<file path="config.mk">
export PLATFORM = sky130hd
export DESIGN_NAME = average_fuel_economy_top
export DESIGN_NICKNAME = d
export VERILOG_FILES = /design/src/rtl/core/afe_pkg.sv /design/src/rtl/core/afe_div.sv /design/src/rtl/core/average_fuel_economy_top.sv
export SDC_FILE = /design/constraint.sdc
export NUM_CORES = 1
export LEC_CHECK = 0
export ABC_CLOCK_PERIOD_IN_PS = 4000
export BUFFER_PORTS_ARGS = -buffer_cell sky130_fd_sc_hd__buf_4
export CORE_MARGIN = 10
export CORE_UTILIZATION = 41
export DETAILED_ROUTE_END_ITERATION = 8
export GPL_TIMING_DRIVEN = 1
export PLACE_DENSITY = 0.63
export SETUP_SLACK_MARGIN = 0.1
export SYNTH_ARGS = -nofsm -noshare
export SYNTH_HDL_FRONTEND = slang
export SYNTH_SLANG_ARGS = --single-unit
</file>
<file path="constraint.sdc">
create_clock -name aclk -period 4 [get_ports aclk]
set_input_delay 0.6 -clock aclk [delete_from_list [all_inputs] [get_ports aclk]]
set_output_delay 0.6 -clock aclk [all_outputs]
set_load 0.01 [all_outputs]
</file>
<file path="src/rtl/core/afe_pkg.sv">
// package for the average fuel economy block: beat structs, command codes,
// constants and the sequencer state type; no dependencies
package afe_pkg;

    // field widths
    localparam int FUEL_W   = 32;
    localparam int DIST_W   = 32;
    localparam int ECO_W    = 8;
    localparam int LITRE_W  = 13;
    localparam int KM_W     = 29;
    localparam int RPM_W    = 16;
    localparam int CMD_W    = 2;

    // serial divider sizing
    localparam int Q_W      = 32;
    localparam int DIV_W    = 40;
    localparam int STEP_W   = $clog2(Q_W);

    // command codes
    localparam logic [CMD_W-1:0] CMD_TICK  = 2'd0;
    localparam logic [CMD_W-1:0] CMD_CLEAR = 2'd1;
    localparam logic [CMD_W-1:0] CMD_LOAD  = 2'd2;

    // constants
    localparam logic [RPM_W-1:0] RPM_THRESHOLD  = 16'd300;
    localparam logic [1:0]       RPM_SAT        = 2'd3;
    localparam logic [2:0]       REFRESH_LAST   = 3'd5;
    localparam logic [DIV_W-1:0] UL_PER_LITRE   = 40'd1000000;
    localparam logic [DIV_W-1:0] KM_DIVISOR     = 40'd10;
    localparam logic [Q_W-1:0]   LITRE_LIMIT    = 32'd200;
    localparam logic [Q_W-1:0]   KM_LIMIT       = 32'd2000;
    localparam logic [ECO_W-1:0] ECONOMY_MAX    = 8'd199;
    localparam logic [FUEL_W-1:0] CLEAR_FUEL    = 32'd750000;
    localparam logic [DIST_W-1:0] CLEAR_DIST    = 32'd100;

    typedef struct packed {
        logic [CMD_W-1:0]  cmd;
        logic              ign_on;
        logic [RPM_W-1:0]  engine_rpm;
        logic [FUEL_W-1:0] fuel_amount;
        logic [DIST_W-1:0] distance_amount;
    } in_beat_t;

    typedef struct packed {
        logic [ECO_W-1:0]   economy;
        logic [LITRE_W-1:0] fuel_litres;
        logic [KM_W-1:0]    distance_km;
        logic [FUEL_W-1:0]  fuel_total_now;
        logic [DIST_W-1:0]  distance_total_now;
    } out_beat_t;

    typedef enum logic [2:0] {
        ST_IDLE,
        ST_DIV1_GO,
        ST_DIV1_WAIT,
        ST_MUL,
        ST_ECO_GO,
        ST_ECO_WAIT,
        ST_DONE
    } state_t;

endpackage

</file>
<file path="src/rtl/core/afe_div.sv">
// bit-serial restoring divider, one quotient bit per cycle
// depends on afe_pkg
module afe_div (
    input  logic                       aclk,
    input  logic                       aresetn,
    input  logic                       start,
    input  logic [afe_pkg::Q_W-1:0]    dividend,
    input  logic [afe_pkg::DIV_W-1:0]  divisor,
    output logic                       done,
    output logic [afe_pkg::Q_W-1:0]    quotient
);
    import afe_pkg::*;

    localparam logic [STEP_W-1:0] STEP_LAST = STEP_W'(Q_W - 1);

    logic              busy_reg, busy_next;
    logic              done_reg, done_next;
    logic [STEP_W-1:0] cnt_reg, cnt_next;
    logic [Q_W-1:0]    rq_reg, rq_next;
    logic [DIV_W-1:0]  rem_reg, rem_next;
    logic [DIV_W-1:0]  dsr_reg, dsr_next;
    logic [DIV_W:0]    shifted;
    logic [DIV_W:0]    diff;

    // one trial subtract per cycle; dividend bits shift out as quotient bits shift in
    always_comb begin
        shifted   = {rem_reg, rq_reg[Q_W-1]};
        diff      = shifted - {1'b0, dsr_reg};
        busy_next = busy_reg;
        done_next = 1'b0;
        cnt_next  = cnt_reg;
        rq_next   = rq_reg;
        rem_next  = rem_reg;
        dsr_next  = dsr_reg;
        if (start) begin
            busy_next = 1'b1;
            cnt_next  = '0;
            rq_next   = dividend;
            rem_next  = '0;
            dsr_next  = divisor;
        end else if (busy_reg) begin
            if (!diff[DIV_W]) begin
                rem_next = diff[DIV_W-1:0];
                rq_next  = {rq_reg[Q_W-2:0], 1'b1};
            end else begin
                rem_next = shifted[DIV_W-1:0];
                rq_next  = {rq_reg[Q_W-2:0], 1'b0};
            end
            cnt_next = cnt_reg + 1'b1;
            if (cnt_reg == STEP_LAST) begin
                busy_next = 1'b0;
                done_next = 1'b1;
            end
        end
    end

    // control state
    always_ff @(posedge aclk) begin
        if (!aresetn) begin
            busy_reg <= 1'b0;
            done_reg <= 1'b0;
            cnt_reg  <= '0;
        end else begin
            busy_reg <= busy_next;
            done_reg <= done_next;
            cnt_reg  <= cnt_next;
        end
    end

    // datapath shift registers
    always_ff @(posedge aclk) begin
        rq_reg  <= rq_next;
        rem_reg <= rem_next;
        dsr_reg <= dsr_next;
    end

    assign done     = done_reg;
    assign quotient = rq_reg;

endmodule

</file>
<file path="src/rtl/core/average_fuel_economy_top.sv">
// clear, unused command codes and ticks with ignition off go straight to the result;
// a tick runs a litres and kilometres divide, a load an economy divide, and a tick
// that refreshes the economy runs both (each divide is a serial divider pass).
// one beat at a time: the next beat can be taken in the cycle after the result loads.
// synchronous active-low reset clears all totals and counters; needs afe_pkg, afe_div
module average_fuel_economy_top (
    input  logic               aclk,
    input  logic               aresetn,
    input  logic               s_valid,
    output logic               s_ready,
    input  afe_pkg::in_beat_t  s_data,
    output logic               m_valid,
    input  logic               m_ready,
    output afe_pkg::out_beat_t m_data
);
    import afe_pkg::*;

    state_t             state_reg, state_next;
    logic [FUEL_W-1:0]  fuel_total_reg;
    logic [DIST_W-1:0]  dist_total_reg;
    logic [FUEL_W-1:0]  backup_reg;
    logic [ECO_W-1:0]   economy_reg;
    logic [LITRE_W-1:0] litres_reg;
    logic [KM_W-1:0]    km_reg;
    logic [1:0]         rpm_sec_reg;
    logic [2:0]         refresh_reg;
    logic [DIV_W-1:0]   eco_dsr_reg;
    logic               m_valid_reg;
    out_beat_t          m_data_reg;

    logic [FUEL_W-1:0]  fuel_sum;
    logic [DIST_W-1:0]  dist_sum;
    logic [1:0]         rpm_sec_new;
    logic [DIV_W-1:0]   dist_ext;
    logic               div_start;
    logic [DIV_W-1:0]   fdiv_divisor;
    logic               fdiv_done;
    logic               ddiv_done;
    logic [Q_W-1:0]     q_fuel;
    logic [Q_W-1:0]     q_dist;
    logic               out_load;
    logic               halve;

    // fuel divider: litres, then economy
    afe_div u_fdiv (
        .aclk     (aclk),
        .aresetn  (aresetn),
        .start    (div_start),
        .dividend (fuel_total_reg),
        .divisor  (fdiv_divisor),
        .done     (fdiv_done),
        .quotient (q_fuel)
    );

    // distance divider: kilometres
    afe_div u_ddiv (
        .aclk     (aclk),
        .aresetn  (aresetn),
        .start    (div_start && (state_reg == ST_DIV1_GO)),
        .dividend (dist_total_reg),
        .divisor  (KM_DIVISOR),
        .done     (ddiv_done),
        .quotient (q_dist)
    );

    // tick arithmetic
    always_comb begin
        fuel_sum = fuel_total_reg + s_data.fuel_amount;
        dist_sum = dist_total_reg + s_data.distance_amount;
        if (s_data.engine_rpm >= RPM_THRESHOLD) begin
            rpm_sec_new = (rpm_sec_reg == RPM_SAT) ? RPM_SAT : rpm_sec_reg + 2'd1;
        end else begin
            rpm_sec_new = 2'd0;
        end
        dist_ext = {{(DIV_W-DIST_W){1'b0}}, dist_total_reg};
        halve    = (q_fuel >= LITRE_LIMIT) || (q_dist >= KM_LIMIT);
    end

    // next state
    always_comb begin
        state_next = state_reg;
        case (state_reg)
            ST_IDLE: begin
                if (s_valid) begin
                    case (s_data.cmd)
                        CMD_TICK:  state_next = s_data.ign_on ? ST_DIV1_GO : ST_DONE;
                        CMD_LOAD:  state_next = ST_MUL;
                        default:   state_next = ST_DONE;
                    endcase
                end
            end
            ST_DIV1_GO:   state_next = ST_DIV1_WAIT;
            ST_DIV1_WAIT: begin
                if (fdiv_done && ddiv_done) begin
                    if (dist_total_reg == '0) begin
                        state_next = ST_DONE;
                    end else if (refresh_reg >= REFRESH_LAST) begin
                        state_next = ST_MUL;
                    end else begin
                        state_next = ST_DONE;
                    end
                end
            end
            ST_MUL:       state_next = ST_ECO_GO;
            ST_ECO_GO:    state_next = ST_ECO_WAIT;
            ST_ECO_WAIT:  if (fdiv_done) state_next = ST_DONE;
            ST_DONE:      if (out_load) state_next = ST_IDLE;
            default:      state_next = ST_IDLE;
        endcase
    end

    // sequencer outputs
    always_comb begin
        s_ready      = (state_reg == ST_IDLE);
        div_start    = (state_reg == ST_DIV1_GO) || (state_reg == ST_ECO_GO);
        fdiv_divisor = (state_reg == ST_ECO_GO) ? eco_dsr_reg : UL_PER_LITRE;
        out_load     = (state_reg == ST_DONE) && (!m_valid_reg || m_ready);
    end

    always_ff @(posedge aclk) begin
        if (!aresetn) begin
            state_reg <= ST_IDLE;
        end else begin
            state_reg <= state_next;
        end
    end

    // totals, readouts and counters
    always_ff @(posedge aclk) begin
        if (!aresetn) begin
            fuel_total_reg <= '0;
            dist_total_reg <= '0;
            backup_reg     <= '0;
            economy_reg    <= '0;
            litres_reg     <= '0;
            km_reg         <= '0;
            rpm_sec_reg    <= '0;
            refresh_reg    <= '0;
        end else begin
            case (state_reg)
                ST_IDLE: begin
                    if (s_valid) begin
                        case (s_data.cmd)
                            CMD_TICK: begin
                                dist_total_reg <= dist_sum;
                                if (s_data.ign_on) begin
                                    rpm_sec_reg <= rpm_sec_new;
                                    if (rpm_sec_new == RPM_SAT) begin
                                        backup_reg     <= fuel_sum;
                                        fuel_total_reg <= fuel_sum;
                                    end else begin
                                        fuel_total_reg <= backup_reg;
                                    end
                                end else begin
                                    fuel_total_reg <= fuel_sum;
                                    rpm_sec_reg    <= '0;
                                    refresh_reg    <= '0;
                                end
                            end
                            CMD_CLEAR: begin
                                fuel_total_reg <= CLEAR_FUEL;
                                dist_total_reg <= CLEAR_DIST;
                                backup_reg     <= CLEAR_FUEL;
                                economy_reg    <= '0;
                                litres_reg     <= '0;
                                km_reg         <= '0;
                                rpm_sec_reg    <= '0;
                                refresh_reg    <= '0;
                            end
                            CMD_LOAD: begin
                                fuel_total_reg <= s_data.fuel_amount;
                                dist_total_reg <= s_data.distance_amount;
                                backup_reg     <= s_data.fuel_amount;
                                rpm_sec_reg    <= '0;
                                refresh_reg    <= '0;
                            end
                            default: begin
                                refresh_reg <= refresh_reg;
                            end
                        endcase
                    end
                end
                ST_DIV1_WAIT: begin
                    if (fdiv_done && ddiv_done) begin
                        litres_reg <= q_fuel[LITRE_W-1:0];
                        km_reg     <= q_dist[KM_W-1:0];
                        if (dist_total_reg == '0) begin
                            economy_reg <= '0;
                        end else if (refresh_reg >= REFRESH_LAST) begin
                            refresh_reg <= '0;
                            if (halve) begin
                                fuel_total_reg <= fuel_total_reg >> 1;
                                dist_total_reg <= dist_total_reg >> 1;
                            end
                        end else begin
                            refresh_reg <= refresh_reg + 3'd1;
                        end
                    end
                end
                ST_ECO_WAIT: begin
                    // zero divisor yields an all-ones quotient, which caps the same way
                    if (fdiv_done) begin
                        economy_reg <= (q_fuel > Q_W'(ECONOMY_MAX)) ? ECONOMY_MAX
                                                                     : q_fuel[ECO_W-1:0];
                    end
                end
                default: begin
                    refresh_reg <= refresh_reg;
                end
            endcase
        end
    end

    // economy divisor: distance * 100 as shifts and adds
    always_ff @(posedge aclk) begin
        if (state_reg == ST_MUL) begin
            eco_dsr_reg <= (dist_ext << 6) + (dist_ext << 5) + (dist_ext << 2);
        end
    end

    // output register
    always_ff @(posedge aclk) begin
        if (!aresetn) begin
            m_valid_reg <= 1'b0;
        end else if (out_load) begin
            m_valid_reg <= 1'b1;
        end else if (m_ready) begin
            m_valid_reg <= 1'b0;
        end
    end

    always_ff @(posedge aclk) begin
        if (out_load) begin
            m_data_reg.economy            <= economy_reg;
            m_data_reg.fuel_litres        <= litres_reg;
            m_data_reg.distance_km        <= km_reg;
            m_data_reg.fuel_total_now     <= fuel_total_reg;
            m_data_reg.distance_total_now <= dist_total_reg;
        end
    end

    assign m_valid = m_valid_reg;
    assign m_data  = m_data_reg;

endmodule

</file>
==> summary.txt <==
Slew Limit Fails - 0
Drt first pass iters - 5
Slew @ Worst Pin - 1216 ps
Share of the synthesized area in the top cell type - 0.2695
Clk slew on worst S/H paths - 60 ps
Row count - 95
Status - finished, final reports clean
Routed len/inst - 20.93 um
Die area - 0.07936 sq mm
Worst Hold Depth - 3
Worst EP arrival - 4080 ps
Leakage - 0.01321 uW
Average cell area after synthesis - 9.532 sq um
Largest register FFs - 114
Total track usage - 0.2075
GR Overflow Total - 0
Io pins - 203
P&R area growth vs syn - 16.27%
First-pass GRT wire length - 130400 um
Type of the most critical hold path - in2reg
Clk Tree Root Cell - clkbuf_16
Yosys warns - 0
Kind of end point of the critical path - flop
Initial antenna violation count - 9
Clock skew - 28.65 ps
Post-CTS Setup Inserts - 0
Hold-fix buffers at CTS - 0
Count of cell types in the netlist - 84
Hold Violations, Final - 0
CP required - 4360 ps
DP Cell Count - 3960
Core Box Area - 0.06751 sq mm
Final ANT Viol Nets - 0
CTS tree - built
Leading area contributor after synthesis - edfxtp_1
Synth Cell Area - 0.02808 sq mm
Seq cells post-synth - 501
Largest net degree at the start of global routing - 87
Post-synth EDFFs - 252
Post-route DRC - 0
Vias/cell - 5.743
H-tree levels - 2
Hold Worst Slack - 285.1 ps
Most instantiated library cell after synthesis - nand2_1
Final Cycle Share - 0.9305
Syn Inst Count - 2946
Die W - 281.7 um
Vias in the first global route - 22450
Post-Syn Nets - 3226
Worst Setup SP - dist_total_reg[5]
Fin crit period - 3722 ps
CP Class - reg2reg
Later-pin clock latency in the skew report - 620 ps
# nets final - 3423
GP Congestion - 0.9791
Sequential area share after synthesis - 0.4470
CP max stage delay - 610 ps
Critical path cell sequence - fa_1, ha_1, a21o_1, a21o_1, a2111oi_2, buf_4, o21ai_1, nand2_1, a31oi_1, o211ai_1, nand2_1, and4_1, or3_1
DP HPWL - 61920 um
P per Cell Area - 756.5 mW/mm^2
PortBufs - 200
Share of layout cells above drive strength 1 - 0.1324
Startpoint types - flop
Worst-path fanout max - 2
Max Cap Viol - 0
Non-filler cells, final - 4062
RR Startpoint - dist_total_reg[5]
Max Clock Freq - 268.7 MHz
R2R depth - 13
Clk buf depth - 3
Top area cells in the synthesized netlist - edfxtp_1, dfxtp_1, ha_1, a21oi_1, nand2_1
Reg-to-reg endpoint - eco_dsr_reg[35]
Most frequent cells after synthesis - nand2_1, a21oi_1, edfxtp_1
Die Y-Extent - 281.7 um
Clk sinks - 501
Initial Util - 0.4159
Worst VDD drop - 542.4 uV
Crit path max-delay cell type - fa_1
Final setup viols - 0
Slew headroom - 0.1865
Most used DFF post-synth - edfxtp_1
Total wire length - 85030 um
Clock buffer count from CTS - 54
Async set-reset flop share out of synthesis - 0
Initial DRC Count - 1938
R2R setup slack - 280 ps
Total Neg Setup Slack - 0 ps
RSZ-0062 raised after global routing - false
Via count - 23330
Critical Path End - eco_dsr_reg[35]
[layout by cell type, fill, tap and decap left out, drive strengths merged, types with 9 or more instances in the layout]
cell type  instances
o21a              17
or4               11
and3              26
nand2            320
dfxtp            249
nor4              21
edfxtp           252
a31oi             25
nand4             30
o2111a             9
mux2i             49
inv              109
xnor2             82
o211ai            52
nand2b            27
a21o              68
clkbuf            63
nand3             59
a21oi            260
nor2             179
clkinv            26
o21ai            217
nor3              44
a221oi            14
o31ai             22
a21boi            33
ha               162
buf              292
a211oi            33
xor2              62
nor2b             71
a22oi             56
fa                31
o21bai            15
and2              45
or3               29
o311ai            10
[cell type report]
type | count | area [sq um]
Inverter | 108 | 405.4
Fill cell | 6224 | 34870
Tap cell | 873 | 1092
Sequential cell | 501 | 12560
Antenna cell | 1 | 2.502
Multi-Input combinational cell | 2186 | 14640
Clock inverter | 38 | 312.8
Timing Repair Buffer | 292 | 2230
Clock buffer | 63 | 1415
[worst max-delay path: cells and delay by family, from the launching register on]
kind	cells	cell delay, ps
adder cells (fa/ha/maj)	2	850
AO/OA/AOI/OAI	6	1320
buffers and inverters	1	180
AND/OR/NAND/NOR	4	820
flip-flops	1	330
[what timing repair did]
item / CTS / global route
setup endpoints to repair: 1 / 5
resized for setup: 1 / 5
cloned: 0 / 0
pin swaps: 0 / 2
[layer usage]
metal / global-route usage / share of wire / wire length [um] / vias up
met5: 0 / 0.0011 / 93 / -
met4: 0.07391 / 0.034 / 2917 / 16
met3: 0.04059 / 0.069 / 5845 / 157
met2: 0.3430 / 0.47 / 39710 / 745
met1: 0.2668 / 0.43 / 36470 / 11220
li1: - / - / - / 11200
[power by group]
| part | switching [uW] | internal, uW | total (uW) | leakage [uW] |
|---|---|---|---|---|
| sequential | 1220 | 7280 | 8490 | 0.00440 |
| clock | 2160 | 2740 | 4900 | 0.000832 |
| combinational | 6980 | 4330 | 11300 | 0.00798 |
| total | 10400 | 14300 | 24700 | 0.0132 |
[worst min path at each step]
| stage | slack, ps | startpoint | endpoint |
|---|---|---|---|
| 2_1_floorplan | 410 | economy_reg[0] | m_data[106] |
| 3_3_place_gp | 420 | economy_reg[6] | m_data[112] |
| 3_5_place_dp | 420 | litres_reg[11] | m_data[104] |
| 4_1_cts | 260 | s_data[53] | backup_reg[21] |
| 5_1_grt | 290 | s_data[28] | dist_total_reg[28] |
| 6_report | 290 | s_data[57] | backup_reg[25] |
[logic make-up after synthesis]
group,after synthesis,synth area share
buffers and inverters,259,0.03533
adder cells (fa/ha/maj),193,0.09428
multiplexers,52,0.01867
AO/OA/AOI/OAI,907,0.2079
flip-flops,501,0.4470
XOR/XNOR,144,0.04491
AND/OR/NAND/NOR,890,0.1519
[per-stage QoR]
stage                 util  setup slack (ps)  total power [uW]  cell area [sq um]
global route        0.4835             115.4             26410              32650
CTS                 0.4833             130.4             24730              32630
detailed placement  0.4577             94.24             19740              30900
floorplan                -             431.4             16130              28080
finish              0.4836             277.9             24700              32650
global placement    0.4577             34.80             19410              30900
(Power assumes the default switching activity.)
